### config.mk
export PLATFORM = sky130hd
export DESIGN_NAME = bti_wdiv
export DESIGN_NICKNAME = d
export VERILOG_FILES = /design/src/hdl/bti_pkg.sv /design/src/hdl/bti_wdiv.sv
export SDC_FILE = /design/constraint.sdc
export NUM_CORES = 1
export LEC_CHECK = 0
export BUFFER_PORTS_ARGS = -buffer_cell sky130_fd_sc_hd__buf_2
export CAP_MARGIN = 20
export CORE_AREA = 3 3 112 104
export CTS_CLUSTER_DIAMETER = 50
export DETAILED_ROUTE_END_ITERATION = 12
export DIE_AREA = 0 0 115 107
export PLACE_DENSITY_LB_ADDON = 0.25
export SETUP_SLACK_MARGIN = 0.3
export SYNTH_ARGS = -nofsm -noshare
export SYNTH_HDL_FRONTEND = slang
export SYNTH_SLANG_ARGS = --single-unit
export TNS_END_PERCENT = 5
### constraint.sdc
create_clock -name clock -period 2.8 [get_ports clock]
set_input_delay 0.42 -clock clock [delete_from_list [all_inputs] [get_ports clock]]
set_output_delay 0.42 -clock clock [all_outputs]
set_load 0.02 [all_outputs]
### src/hdl/bti_pkg.sv
package bti_pkg;

   // sizes that the transaction fields fix
   localparam int unsigned WORD_W     = 32;
   localparam int unsigned INDEX_W    = 6;
   localparam int unsigned FRAC_BITS  = 16;
   localparam int unsigned WEIGHT_W   = FRAC_BITS + 1;
   localparam int unsigned DIV_W      = WORD_W + 1;
   localparam int unsigned OPND_W     = 36;
   localparam int unsigned PROD_W     = OPND_W + WEIGHT_W + 1;
   localparam int unsigned SUM_W      = PROD_W + 1;
   localparam int unsigned RND_W      = SUM_W - FRAC_BITS;
   localparam int unsigned OUT_LIMIT  = 16;
   localparam int unsigned CSR_IDX_W  = 3;

   // default sizes
   localparam int unsigned DEF_MAX_X       = 64;
   localparam int unsigned DEF_MAX_Y       = 64;
   localparam int unsigned DEF_COORD_COUNT = 3;
   localparam int unsigned DEF_MAX_FIELD   = 16;

   localparam logic [WEIGHT_W-1:0] ONE_Q16 = WEIGHT_W'(65536);

   // operation codes
   localparam logic [1:0] OP_LOAD_X   = 2'd0;
   localparam logic [1:0] OP_LOAD_Y   = 2'd1;
   localparam logic [1:0] OP_LOAD_G   = 2'd2;
   localparam logic [1:0] OP_EVALUATE = 2'd3;

   // register indexes
   localparam logic [CSR_IDX_W-1:0] CSR_X_COUNT    = 3'd0;
   localparam logic [CSR_IDX_W-1:0] CSR_Y_COUNT    = 3'd1;
   localparam logic [CSR_IDX_W-1:0] CSR_BLEND_TIME = 3'd2;
   localparam logic [CSR_IDX_W-1:0] CSR_X_COMP     = 3'd3;
   localparam logic [CSR_IDX_W-1:0] CSR_Y_COMP     = 3'd4;
   localparam logic [CSR_IDX_W-1:0] CSR_OUT_COMP   = 3'd5;
   localparam logic [CSR_IDX_W-1:0] CSR_FIELD_SIZE = 3'd6;

   // round to nearest, ties up, then drop the fraction
   function automatic logic signed [RND_W-1:0] rnd_q16(input logic signed [SUM_W-1:0] v);
      logic signed [SUM_W-1:0] t;
      t = v + SUM_W'(32768);
      return t[SUM_W-1:FRAC_BITS];
   endfunction

endpackage

### src/hdl/bti_wdiv.sv
module bti_wdiv (
   input  logic                             clock,
   input  logic                             reset,
   input  logic                             start,
   input  logic [bti_pkg::DIV_W-1:0]        num,
   input  logic [bti_pkg::DIV_W-1:0]        den,
   output logic                             done,
   output logic [bti_pkg::FRAC_BITS-1:0]    quotient
);

   // restoring division of (num << 16) / den, one quotient bit a cycle, num < den

   localparam int unsigned CW = $clog2(bti_pkg::FRAC_BITS);

   logic                           busy_ff, busy_in;
   logic                           done_ff, done_in;
   logic [CW-1:0]                  cnt_ff, cnt_in;
   logic [bti_pkg::DIV_W:0]        rem_ff, rem_in;
   logic [bti_pkg::DIV_W-1:0]      den_ff, den_in;
   logic [bti_pkg::FRAC_BITS-1:0]  q_ff, q_in;
   logic [bti_pkg::DIV_W:0]        rem_sh;

   always_comb begin
      busy_in = busy_ff;
      done_in = 1'b0;
      cnt_in  = cnt_ff;
      rem_in  = rem_ff;
      den_in  = den_ff;
      q_in    = q_ff;
      rem_sh  = {rem_ff[bti_pkg::DIV_W-1:0], 1'b0};
      if (start) begin
         busy_in = 1'b1;
         cnt_in  = '0;
         rem_in  = {1'b0, num};
         den_in  = den;
         q_in    = '0;
      end else if (busy_ff) begin
         if (rem_sh >= {1'b0, den_ff}) begin
            rem_in = rem_sh - {1'b0, den_ff};
            q_in   = {q_ff[bti_pkg::FRAC_BITS-2:0], 1'b1};
         end else begin
            rem_in = rem_sh;
            q_in   = {q_ff[bti_pkg::FRAC_BITS-2:0], 1'b0};
         end
         cnt_in = cnt_ff + 1'b1;
         if (cnt_ff == CW'(bti_pkg::FRAC_BITS - 1)) begin
            busy_in = 1'b0;
            done_in = 1'b1;
         end
      end
   end

   always_ff @(posedge clock) begin
      if (reset) begin
         busy_ff <= 1'b0;
         done_ff <= 1'b0;
         cnt_ff  <= '0;
      end else begin
         busy_ff <= busy_in;
         done_ff <= done_in;
         cnt_ff  <= cnt_in;
      end
      rem_ff <= rem_in;
      den_ff <= den_in;
      q_ff   <= q_in;
   end

   assign done     = done_ff;
   assign quotient = q_ff;

endmodule

==> key figures, run 1 <==
Setup path
  • Crit path DAT: 3.15 ns
  • Kind of critical path: flop to flop
  • CP Data Required Time: 2.91 ns
  • FF-to-FF Start: rem_ff[29]
  • R2R depth: 8
  • Critical path endpoint category: flop
  • Worst-path fanout max: 3
  • Flop-to-flop setup slack: -0.23 ns
  • Worst Setup Start Kind: flop
  • Reg2reg end: rem_ff[32]

Timing
  • Slew Viols, Final: 0
  • FMAX: 330 MHz
  • Slew headroom: 0.513
  • RSZ-0062 raised after global routing: true
  • Final period utilization: 1.08
  • Layout Skew: roughly 0.0099 ns
  • Worst Tran Pin Value: 0.730 ns
  • Post-route setup slack: -0.235 ns
  • Hold Worst Slack: 0.230 ns
  • Final setup fails: 18
  • TNS Setup: -1.78 ns
  • Fin. Hold Viols: 0
  • Fin crit period: 3.03 ns

Synthesis
  • Yosys warns: 0
  • Syn nets: 683
  • Register area share after synthesis: 0.445
  • Mapped Area: ~5400 µm²
  • Synth unique cells: 56
  • Mean area per synthesized cell: ~9.4 µm²
  • #FFs+latches synth: 88
  • Post-synth EDFFs: 66
  • Ys async rst share: 0
  • Cells after Synth: 579
  • Top FF cell, synth: edfxtp_1

Clocking
  • Clock Tree Buf Depth: 2
  • CTS H-tree depth: 3
  • Num CTS Buffers: 9
  • Clock sinks: 88
  • Clock latency on the worst-skew pair: about 0.36 ns
  • Clock transition at path regs: 0.07 ns
  • Post-CTS Hold Buffers: 0
  • CTS tree: done
  • Root Buffer: clkbuf_16

Route
  • M1 WL: ~6000 µm
  • DR pass1 iterations: 5
  • Per-cell routed wire length: 15.4 µm
  • WL met3: 741 µm
  • DRC Markers: 0
  • Via count: 4860
  • DR WL met2: 6510 µm
  • Vias/cell: 5.52
  • Highest Signal Layer: met4
  • Antenna Nets Post-Route: 0
  • 1st-iter DRT viols: between 300 and 400
  • Drt total wl: 13600 µm

Placement
  • HPWL after detailed placement: 9810 µm
  • Placed Area: around 6700 µm²
  • GPL Wtd Cong: 0.916
  • Input/output buffers: 85

Final layout
  • Fin area: 7120 µm²
  • Final core utilization: 0.670
  • Synthesis-to-layout area growth: 30.7%
  • # diodes: 0
  • Commonest non-fill, non-tap cell in the layout: buf_4
  • Layout cells sized above 1: 0.302
  • Commonest non-fill, non-tap cells in the layout: 94 x buf_4, 85 x buf_2, 66 x edfxtp_1
  • Fin nets: 847

Global routing
  • Total GRT Usage: 0.225
  • Vias in the first global route: 4833
  • First-pass GRT wire length: 22000 µm
  • GRT overflow: 0
  • Largest net degree at the start of global routing: 36
  • Initial antenna violation count: 0

Hold path
  • Hold Path Cell Cnt: 2
  • Worst Min Path Start: reset
  • HP Class: input port to flop
  • Worst Hold End: busy_ff

Power
  • Lkg Pwr: 0.00326 µW
  • Total power: 5400 µW
  • Pwr dens: 758 nW/µm²
  • Maximum vdd drop: between 0.5 and 0.6 mV

Floorplan
  • Vert. Die Dim: 107 µm
  • Core area: 10600 µm²
  • Area of the die: 12300 µm²
  • I/O Pins: 86
  • Horiz. Die Dim: 115 µm
  • Initial Util: 0.512
  • # rows: 36

Status
  • Failing checks: negative setup slack
  • Status: finished with violations

Job
  • Maxcap violations: 0
worst max-delay path by stage:
stage	startpoint	end	slack, ns	cells after the start
2_1_floorplan	rem_ff[25]	rem_ff[32]	-0.17	9
3_3_place_gp	rem_ff[31]	rem_ff[32]	-0.23	8
3_5_place_dp	rem_ff[31]	rem_ff[32]	-0.26	8
4_1_cts	rem_ff[31]	rem_ff[32]	-0.25	8
5_1_grt	rem_ff[29]	rem_ff[32]	-0.32	8
6_report	rem_ff[29]	rem_ff[32]	-0.23	8
cell usage after synthesis, types with 3 or more instances:
cell type	number	area, µm²
buf_1	3	11.3
o31ai_1	4	30.0
a21o_1	21	158
buf_2	5	25.0
o21a_1	5	37.5
o21ai_0	14	70.1
nor3_1	7	35.0
edfxtp_1	66	1980
a21boi_0	3	22.5
nor4_1	4	25.0
a221o_1	3	30.0
a2bb2oi_1	4	35.0
or2_2	4	25.0
o2bb2ai_1	3	26.3
ha_1	34	425
mux2i_1	18	180
a31oi_1	24	150
a21oi_1	38	190
nand2_1	55	206
xnor2_1	14	123
and2_1	4	25.0
inv_1	47	176
clkbuf_1	21	78.8
or3_1	6	37.5
or4_1	4	30.0
nor2_1	55	206
nand3_1	15	75.1
a211oi_1	5	37.5
dfxtp_1	22	440
xor2_1	10	87.6
nand4_1	14	87.6
nand2b_1	5	31.3
and3_1	8	50.1
nor2b_1	3	18.8
a32oi_1	3	26.3
o21bai_1	3	22.5
registers in the layout (all words and copies together) (netlist names):
| signal | cells |
|---|---|
| quotient | 16 |
| rem_ff | 33 |
| busy_ff | 1 |
| den_ff | 33 |
| done | 1 |
| cnt_ff | 4 |
metrics by stage:
| step | worst slack [ns] | instances |
|---|---|---|
| 2_1_floorplan | -0.168 | 579 |
| 3_3_place_gp | -0.226 | 859 |
| 3_5_place_dp | -0.264 | 859 |
| 4_1_cts | -0.247 | 878 |
| 5_1_grt | -0.320 | 881 |
| 6_report | -0.235 | 881 |
layer usage:
layer / vias to the layer above / global-route usage
met5: - / 0
met4: 0 / 0.0838
met3: 20 / 0.0587
met2: 130 / 0.367
met1: 2272 / 0.285
li1: 2438 / -
power breakdown:
group	switching, µW	internal [µW]	leakage, µW
sequential	96.6	1620	0.000830
clock	542	615	0.000138
combinational	1280	1240	0.00229
what timing repair did:
action,4_1_cts,5_1_grt
resized for setup,7,19
buffers inserted,3,3
setup endpoints to repair,34,34
pin swaps,2,13
final cells by class:
type	instances	area, µm²
flip-flops and latches	88	2420
fillers	864	3510
repair buffers	183	1200
multi-input cells	414	2880
clock inverters	6	50.0
clock buffers	10	229
inverters	47	176
well taps	133	166
critical path, cell delays in order, from the launching register on:
cell and delay (ns):
edfxtp_1 0.43, ha_4 0.31, nand2_2 0.06, or4_4 0.54
or4_4 0.44, a21oi_4 0.17, nor3_4 0.07, or4_4 0.53
a32o_1 0.23
cell families (layout without fill, tap and decap cells):
group | after synthesis | count (layout) | share of synthesized area
AOI/OAI and AO/OA | 144 | 144 | 0.176
buffers and inverters | 77 | 246 | 0.0549
muxes | 20 | 20 | 0.0372
DFF | 88 | 88 | 0.445
and+or+nand+nor | 191 | 191 | 0.167
xor gates and xnor gates | 24 | 24 | 0.0386
adders and majority gates | 35 | 35 | 0.0818
Note: power is estimated with default switching activity, not from simulation.
==> run 2: changes to the inputs <==
- CORE_AREA: 3 3 112 104 -> 3 3 128 117
- DIE_AREA: 0 0 115 107 -> 0 0 131 120
- RECOVER_POWER: unset -> 25
==> run 2 against run 1 <==
  * The run still ends with negative setup slack left
  * Cell count is 6.8% higher
  * Combinational power fell by 2%
  * Non-clock buffer count did not move
  * Clock-buffer cell count did not move
  * Clock skew up 0.0024 ns
  * Critical path depth unchanged
  * Via count shrank 0.70%
  * Worst hold slack gained 0.0057 ns
  * Global-route usage is 4.0 points lower
  * Cell area about the same
  * Clock power is essentially flat
==> key figures, run 2 (synthesis results as in run 1) <==
Status
  • Status: finished with violations
  • Failing checks: negative setup slack

Placement
  • HPWL after detailed placement: 10600 µm (+8.0%)
  • Input/output buffers: 85 (unchanged)
  • GPL Wtd Cong: 0.945 (+3.2%)
  • Placed cells: 923 (+7.5%)

Clocking
  • Clock Tree Buf Depth: 2 (unchanged)
  • Clock transition at path regs: 0.07 ns (about the same)
  • Clock sinks: 88 (unchanged)
  • Root Buffer: clkbuf_16
  • Num CTS Buffers: 9 (unchanged)
  • CTS tree: done
  • CTS H-tree depth: 3 (unchanged)
  • Clock latency on the worst-skew pair: 0.36 ns (about the same)

Route
  • Per-cell routed wire length: 15.0 µm (-2.2%)
  • DRC Markers: 0 (unchanged)
  • Vias/cell: 5.13 (-7.0%)
  • Drt total wl: 14200 µm (+4.4%)
  • Via count: 4826 (-0.70%)
  • 1st-iter DRT viols: 276 (-8.9%)
  • DR pass1 iterations: 5 (unchanged)
  • Antenna Nets Post-Route: 0 (unchanged)

Final layout
  • Non-Filler Instances: 941 (+6.8%)
  • Synthesis-to-layout area growth: 30.7% (about the same)
  • # fillers: 1313 (+52%)
  • # diodes: 0 (unchanged)
  • Commonest non-fill, non-tap cells in the layout: 94 x buf_4, 84 x buf_2, 66 x edfxtp_1
  • Fin nets: 847 (unchanged)
  • Commonest non-fill, non-tap cell in the layout: buf_4
  • Layout cells sized above 1: 0.291 (-0.0107)

Power
  • Pwr dens: 752 nW/µm² (-0.81%)
  • Total power: 5350 µW (-0.86%)
  • Maximum vdd drop: 0.440 mV (-17%)
  • Lkg Pwr: 0.00324 µW (-0.60%)

Floorplan
  • I/O Pins: 86 (unchanged)
  • # rows: 41 (+14%)
  • Core area: 13900 µm² (+31%)
  • Initial Util: 0.392 (-0.121)
  • Horiz. Die Dim: 131 µm (+14%)
  • Vert. Die Dim: 120 µm (+12%)
  • Area of the die: 15700 µm² (+28%)

Global routing
  • Largest net degree at the start of global routing: 48 (+33%)
  • Grt met1 use: 0.255 (-0.0299)
  • Met2 Use GR: 0.289 (-0.0780)
  • First-pass GRT wire length: 23100 µm (+4.9%)
  • Vias in the first global route: 4779 (-1.1%)
  • Initial antenna violation count: 0 (unchanged)
  • Gr busiest metal: met2
  • GRT overflow: 0 (unchanged)
  • Total GRT Usage: 0.185 (-0.0401)
  • M3 GR Usage: 0.0423 (-0.0164)

Timing
  • RSZ-0062 raised after global routing: true
  • Worst Tran Pin Value: 1.36 ns (+0.627 ns)
  • Post-route setup slack: -0.265 ns (-0.0298 ns)
  • Layout Skew: 0.0123 ns (+0.00237 ns)
  • Final setup fails: 32 (+14)
  • Fin crit period: 3.06 ns (+0.0298 ns)
  • Final period utilization: 1.09 (+0.0106)
  • Slew Viols, Final: 0 (unchanged)
  • FMAX: 326 MHz (-0.97%)
  • Fin. Hold Viols: 0 (unchanged)
  • Hold Worst Slack: 0.236 ns (+0.00567 ns)
  • Slew headroom: 0.0952 (-0.417)

Setup path
  • Top Family by Delay on Critical Path: simple AND/OR/NAND/NOR gates
  • Buffer and inverter count on the worst path: 0 (unchanged)
  • Kind of critical path: flop to flop
  • Critical path endpoint category: flop
  • CP Data Required Time: 2.90 ns (about the same)
  • CP most frequent cell: or4_4
  • Crit-path cells: ha_4 -> nand4_1 -> or4_4 -> or4_4 -> a21oi_4 -> nor3_2 -> or4_1 -> a32o_1
  • Crit-path max cell delay: 0.54 ns (about the same)
  • Crit-path slowest cell: or4_4
  • Crit path DAT: 3.17 ns (+0.02 ns)
  • Worst-path fanout max: 3 (unchanged)
  • Worst Setup Start Kind: flop

Job
  • Maxcap violations: 0 (unchanged)

Hold path
  • HP Class: input port to flop
-- run 2: cell count changes in the layout (fill, tap and decap cells not counted), moves of 2 or more --
| cell | change |
|---|---|
| ha_4 | -4 |
| nor4_2 | +3 |
| clkbuf_1 | +2 |
| ha_1 | +3 |
| nor4_1 | -3 |
-- run 2: worst paths after layout --
check                                 from  depth (start not counted)    endpoint  slack, ns
worst max-delay path            rem_ff[25]                          8  rem_ff[32]      -0.26
worst min-delay path               den[12]                          1  den_ff[12]       0.24
worst max register to register  rem_ff[25]                          8  rem_ff[32]      -0.26
worst min register to register   cnt_ff[3]                          2        done       0.47
-- run 2: where the power goes --
| part | total (µW) | internal [µW] | switching (µW) |
|---|---|---|---|
| logic | 2480 | 1200 | 1280 |
| clock network | 1160 | 615 | 544 |
| registers | 1710 | 1620 | 88.0 |
-- run 2: layout make-up --
type,count,area [µm²],share of cell area
flip-flops and latches,88,2420,0.340
clock inverters,6,48.8,0.00686
clock buffers,10,229,0.0322
well taps,193,241,0.0339
repair buffers,183,1180,0.166
inverters,47,176,0.0248
multi-input cells,414,2820,0.395
-- run 2: per-stage QoR --
stage	area, µm²	worst slack, ns	TNS, ns	util
detailed placement	6740	-0.288	-5.48	0.485
global route	7120	-0.318	-7.72	0.512
floorplan	5450	-0.168	-0.513	-
CTS	7070	-0.239	-4.57	0.508
finish	7120	-0.265	-4.07	0.512
global placement	6740	-0.214	-3.68	0.485
-- run 2: metal layers --
layer	vias to the layer above	share of wire
met5	-	0
met4	0	0.012
met3	13	0.049
met2	103	0.46
met1	2281	0.48
li1	2429	-
-- run 2: timing repair --
item                                    4_1_cts  5_1_grt
pin swaps                                     2        4
hold buffers                                  0        0
gates resized for setup                       8       11
buffers inserted                              1        1
endpoints found under the setup margin       34       34
-- run 2: worst reg2reg max path, stage by stage, from the launching register on --
cell	delay, ns
edfxtp_1	0.43
ha_4	0.30
nand4_1	0.14
or4_4	0.45
or4_4	0.54
a21oi_4	0.16
nor3_2	0.07
or4_1	0.47
a32o_1	0.26
==> run 3: changes to the inputs <==
- clock period: 2.8 -> 3.3 ns (I/O delays scaled with it)
==> run 3 against run 2 <==
  * The run now ends clean
  * Maximum frequency shrank 0.20%
  * Cell count fell by 7.3%
  * Global-route usage decreased by 0.71 points
  * Largest cell class unchanged
==> key figures, run 3 (synthesis results as in run 1) <==
Status
  • Status: complete, no violations

Route
  • 1st-iter DRT viols: 254 (-8.0%)
  • Via count: 4614 (-4.4%)
  • Antenna Nets Post-Route: 0 (unchanged)
  • Per-cell routed wire length: 15.7 µm (+4.6%)
  • Vias/cell: 5.29 (+3.2%)
  • DR pass1 iterations: 7 (+2)
  • Drt total wl: 13700 µm (-3.1%)
  • DRC Markers: 0 (unchanged)

Timing
  • Layout Skew: 0.0109 ns (-0.00142 ns)
  • Final period utilization: 0.931 (-0.164)
  • Slew Viols, Final: 0 (unchanged)
  • Slew headroom: 0.135 (+0.0398)
  • Final setup fails: 0 (-100%)
  • TNS Setup: 0 ns (+4.07 ns)
  • Hold Worst Slack: 0.309 ns (+0.0725 ns)
  • Fin crit period: 3.07 ns (+0.00619 ns)
  • Worst Tran Pin Value: 1.30 ns (-0.0597 ns)
  • Fin. Hold Viols: 0 (unchanged)
  • RSZ-0062 raised after global routing: true
  • FMAX: 326 MHz (-0.20%)

Final layout
  • # diodes: 0 (unchanged)
  • Commonest non-fill, non-tap cells in the layout: 84 x buf_2, 66 x edfxtp_1, 55 x nor2_1, 55 x nand2_1, 47 x inv_1
  • Commonest non-fill, non-tap cell in the layout: buf_2
  • Layout cells sized above 1: 0.239 (-0.0529)
  • Fin nets: 778 (-8.1%)
  • Synthesis-to-layout area growth: 23.4%
  • Non-Filler Instances: 872 (-7.3%)

Floorplan
  • Initial Util: 0.392 (unchanged)
  • Area of the die: 15700 µm² (unchanged)
  • # rows: 41 (unchanged)
  • I/O Pins: 86 (unchanged)
  • Core area: 13900 µm² (unchanged)
  • Vert. Die Dim: 120 µm (unchanged)
  • Horiz. Die Dim: 131 µm (unchanged)

Placement
  • Placed cells: 848 (-8.1%)
  • Input/output buffers: 85 (unchanged)
  • GPL Wtd Cong: 0.897 (-5.2%)
  • HPWL after detailed placement: 9630 µm (-9.1%)

Clocking
  • Clock transition at path regs: 0.07 ns (about the same)
  • CTS tree: done
  • Clock sinks: 88 (unchanged)
  • Clock latency on the worst-skew pair: 0.35 ns (about the same)
  • Num CTS Buffers: 9 (unchanged)
  • Clock Tree Buf Depth: 2 (unchanged)
  • Post-CTS Hold Buffers: 0 (unchanged)
  • CTS H-tree depth: 3 (unchanged)
  • Root Buffer: clkbuf_16

Power
  • P_sw: 1610 µW (-15%)
  • Maximum vdd drop: 0.306 mV (-31%)
  • Clock share of power: 0.236 (+0.019)
  • Lkg Pwr: 0.00290 µW (-10%)
  • P_int: 2750 µW (-20%)
  • Net Sw Frac: 0.370 (+0.0133)
  • Power share of the sequential group: 0.334 (+0.014)
  • Logic pwr share: 0.430 (-0.034)
  • Pwr dens: 649 nW/µm² (-14%)

Global routing
  • Total GRT Usage: 0.177 (-0.00714)
  • Largest net degree at the start of global routing: 42 (-13%)
  • Initial antenna violation count: 0 (unchanged)
  • GRT overflow: 0 (unchanged)
  • Vias in the first global route: 4630 (-3.1%)
  • First-pass GRT wire length: 22300 µm (-3.6%)

Hold path
  • HP Class: input port to flop

Setup path
  • Worst-path fanout max: 5 (+2)
  • Crit path DAT: 3.17 ns (about the same)
  • Worst Setup Start Kind: flop
  • Critical path endpoint category: flop
  • Kind of critical path: flop to flop
  • CP Data Required Time: 3.40 ns (+0.50 ns)

Job
  • Maxcap violations: 0 (unchanged)
==> run 3: cell types whose count changed in the layout (fill, tap and decap cells not counted), sizes merged <==
cell      before  now
buf          181  113
clkbuf        12   10
clkinv         2    0
inv           51   53
clkinvlp       0    1
==> run 3: metal layers <==
| metal | vias to the layer above | track usage | wire length [µm] |
|---|---|---|---|
| met4 | 0 | 0.0572 | 184 |
| met2 | 147 | 0.274 | 6370 |
| met5 | - | 0 | 0 |
| li1 | 2290 | - | - |
| met3 | 12 | 0.0454 | 827 |
| met1 | 2165 | 0.243 | 6330 |
==> run 3: cell type report <==
cell class / instances / area, µm²
repair buffers: 114 / 658
clock buffers: 9 / 225
clock inverters: 7 / 67.6
flip-flops and latches: 88 / 2420
inverters: 47 / 176
fillers: 1326 / 7180
well taps: 193 / 241
multi-input cells: 414 / 2930
==> run 3: metrics by stage <==
stage / area, µm² / utilization / setup slack [ns] / power [µW]
floorplan: 5450 / - / 0.304 / 2700
global placement: 6170 / 0.444 / 0.187 / 3140
detailed placement: 6170 / 0.444 / 0.0327 / 3160
CTS: 6620 / 0.476 / 0.266 / 4310
global route: 6720 / 0.483 / 0.189 / 4660
finish: 6720 / 0.483 / 0.229 / 4360
==> run 3: what timing repair did <==
item / CTS / global route
pin swaps: 7 / 5
gates cloned: 0 / 0
buffers inserted: 7 / 1
gates resized for setup: 17 / 19
endpoints found under the setup margin: 20 / 32
endpoints found under the hold margin: 0 / 0
==> run 3: final timing paths <==
kind / startpoint / endpoint / slack [ns] / depth (start not counted)
worst max-delay path: rem_ff[31] / rem_ff[32] / 0.23 / 8
worst min register to register: cnt_ff[3] / done / 0.48 / 2
worst max register to register: rem_ff[31] / rem_ff[32] / 0.23 / 8
worst min-delay path: reset / busy_ff / 0.31 / 2
==> run 3: power by group through the flow <==
stage                     combinational [µW]  sequential [µW]  clock [µW]
final                                   1870             1450        1030
after global placement                  1680             1470           0
after CTS                               1790             1450        1070
after floorplan                         1250             1450           0
after detailed placement                1690             1470           0
after global routing                    2080             1470        1100
==> run 3: critical path, stage by stage, from the launching register on <==
cell and delay [ns]:
edfxtp_1 0.43, ha_4 0.31, inv_1 0.06, or4_4 0.57, or4_4 0.55, a21oi_4 0.18, nor3_4 0.07, or4_1 0.40
a32o_1 0.25
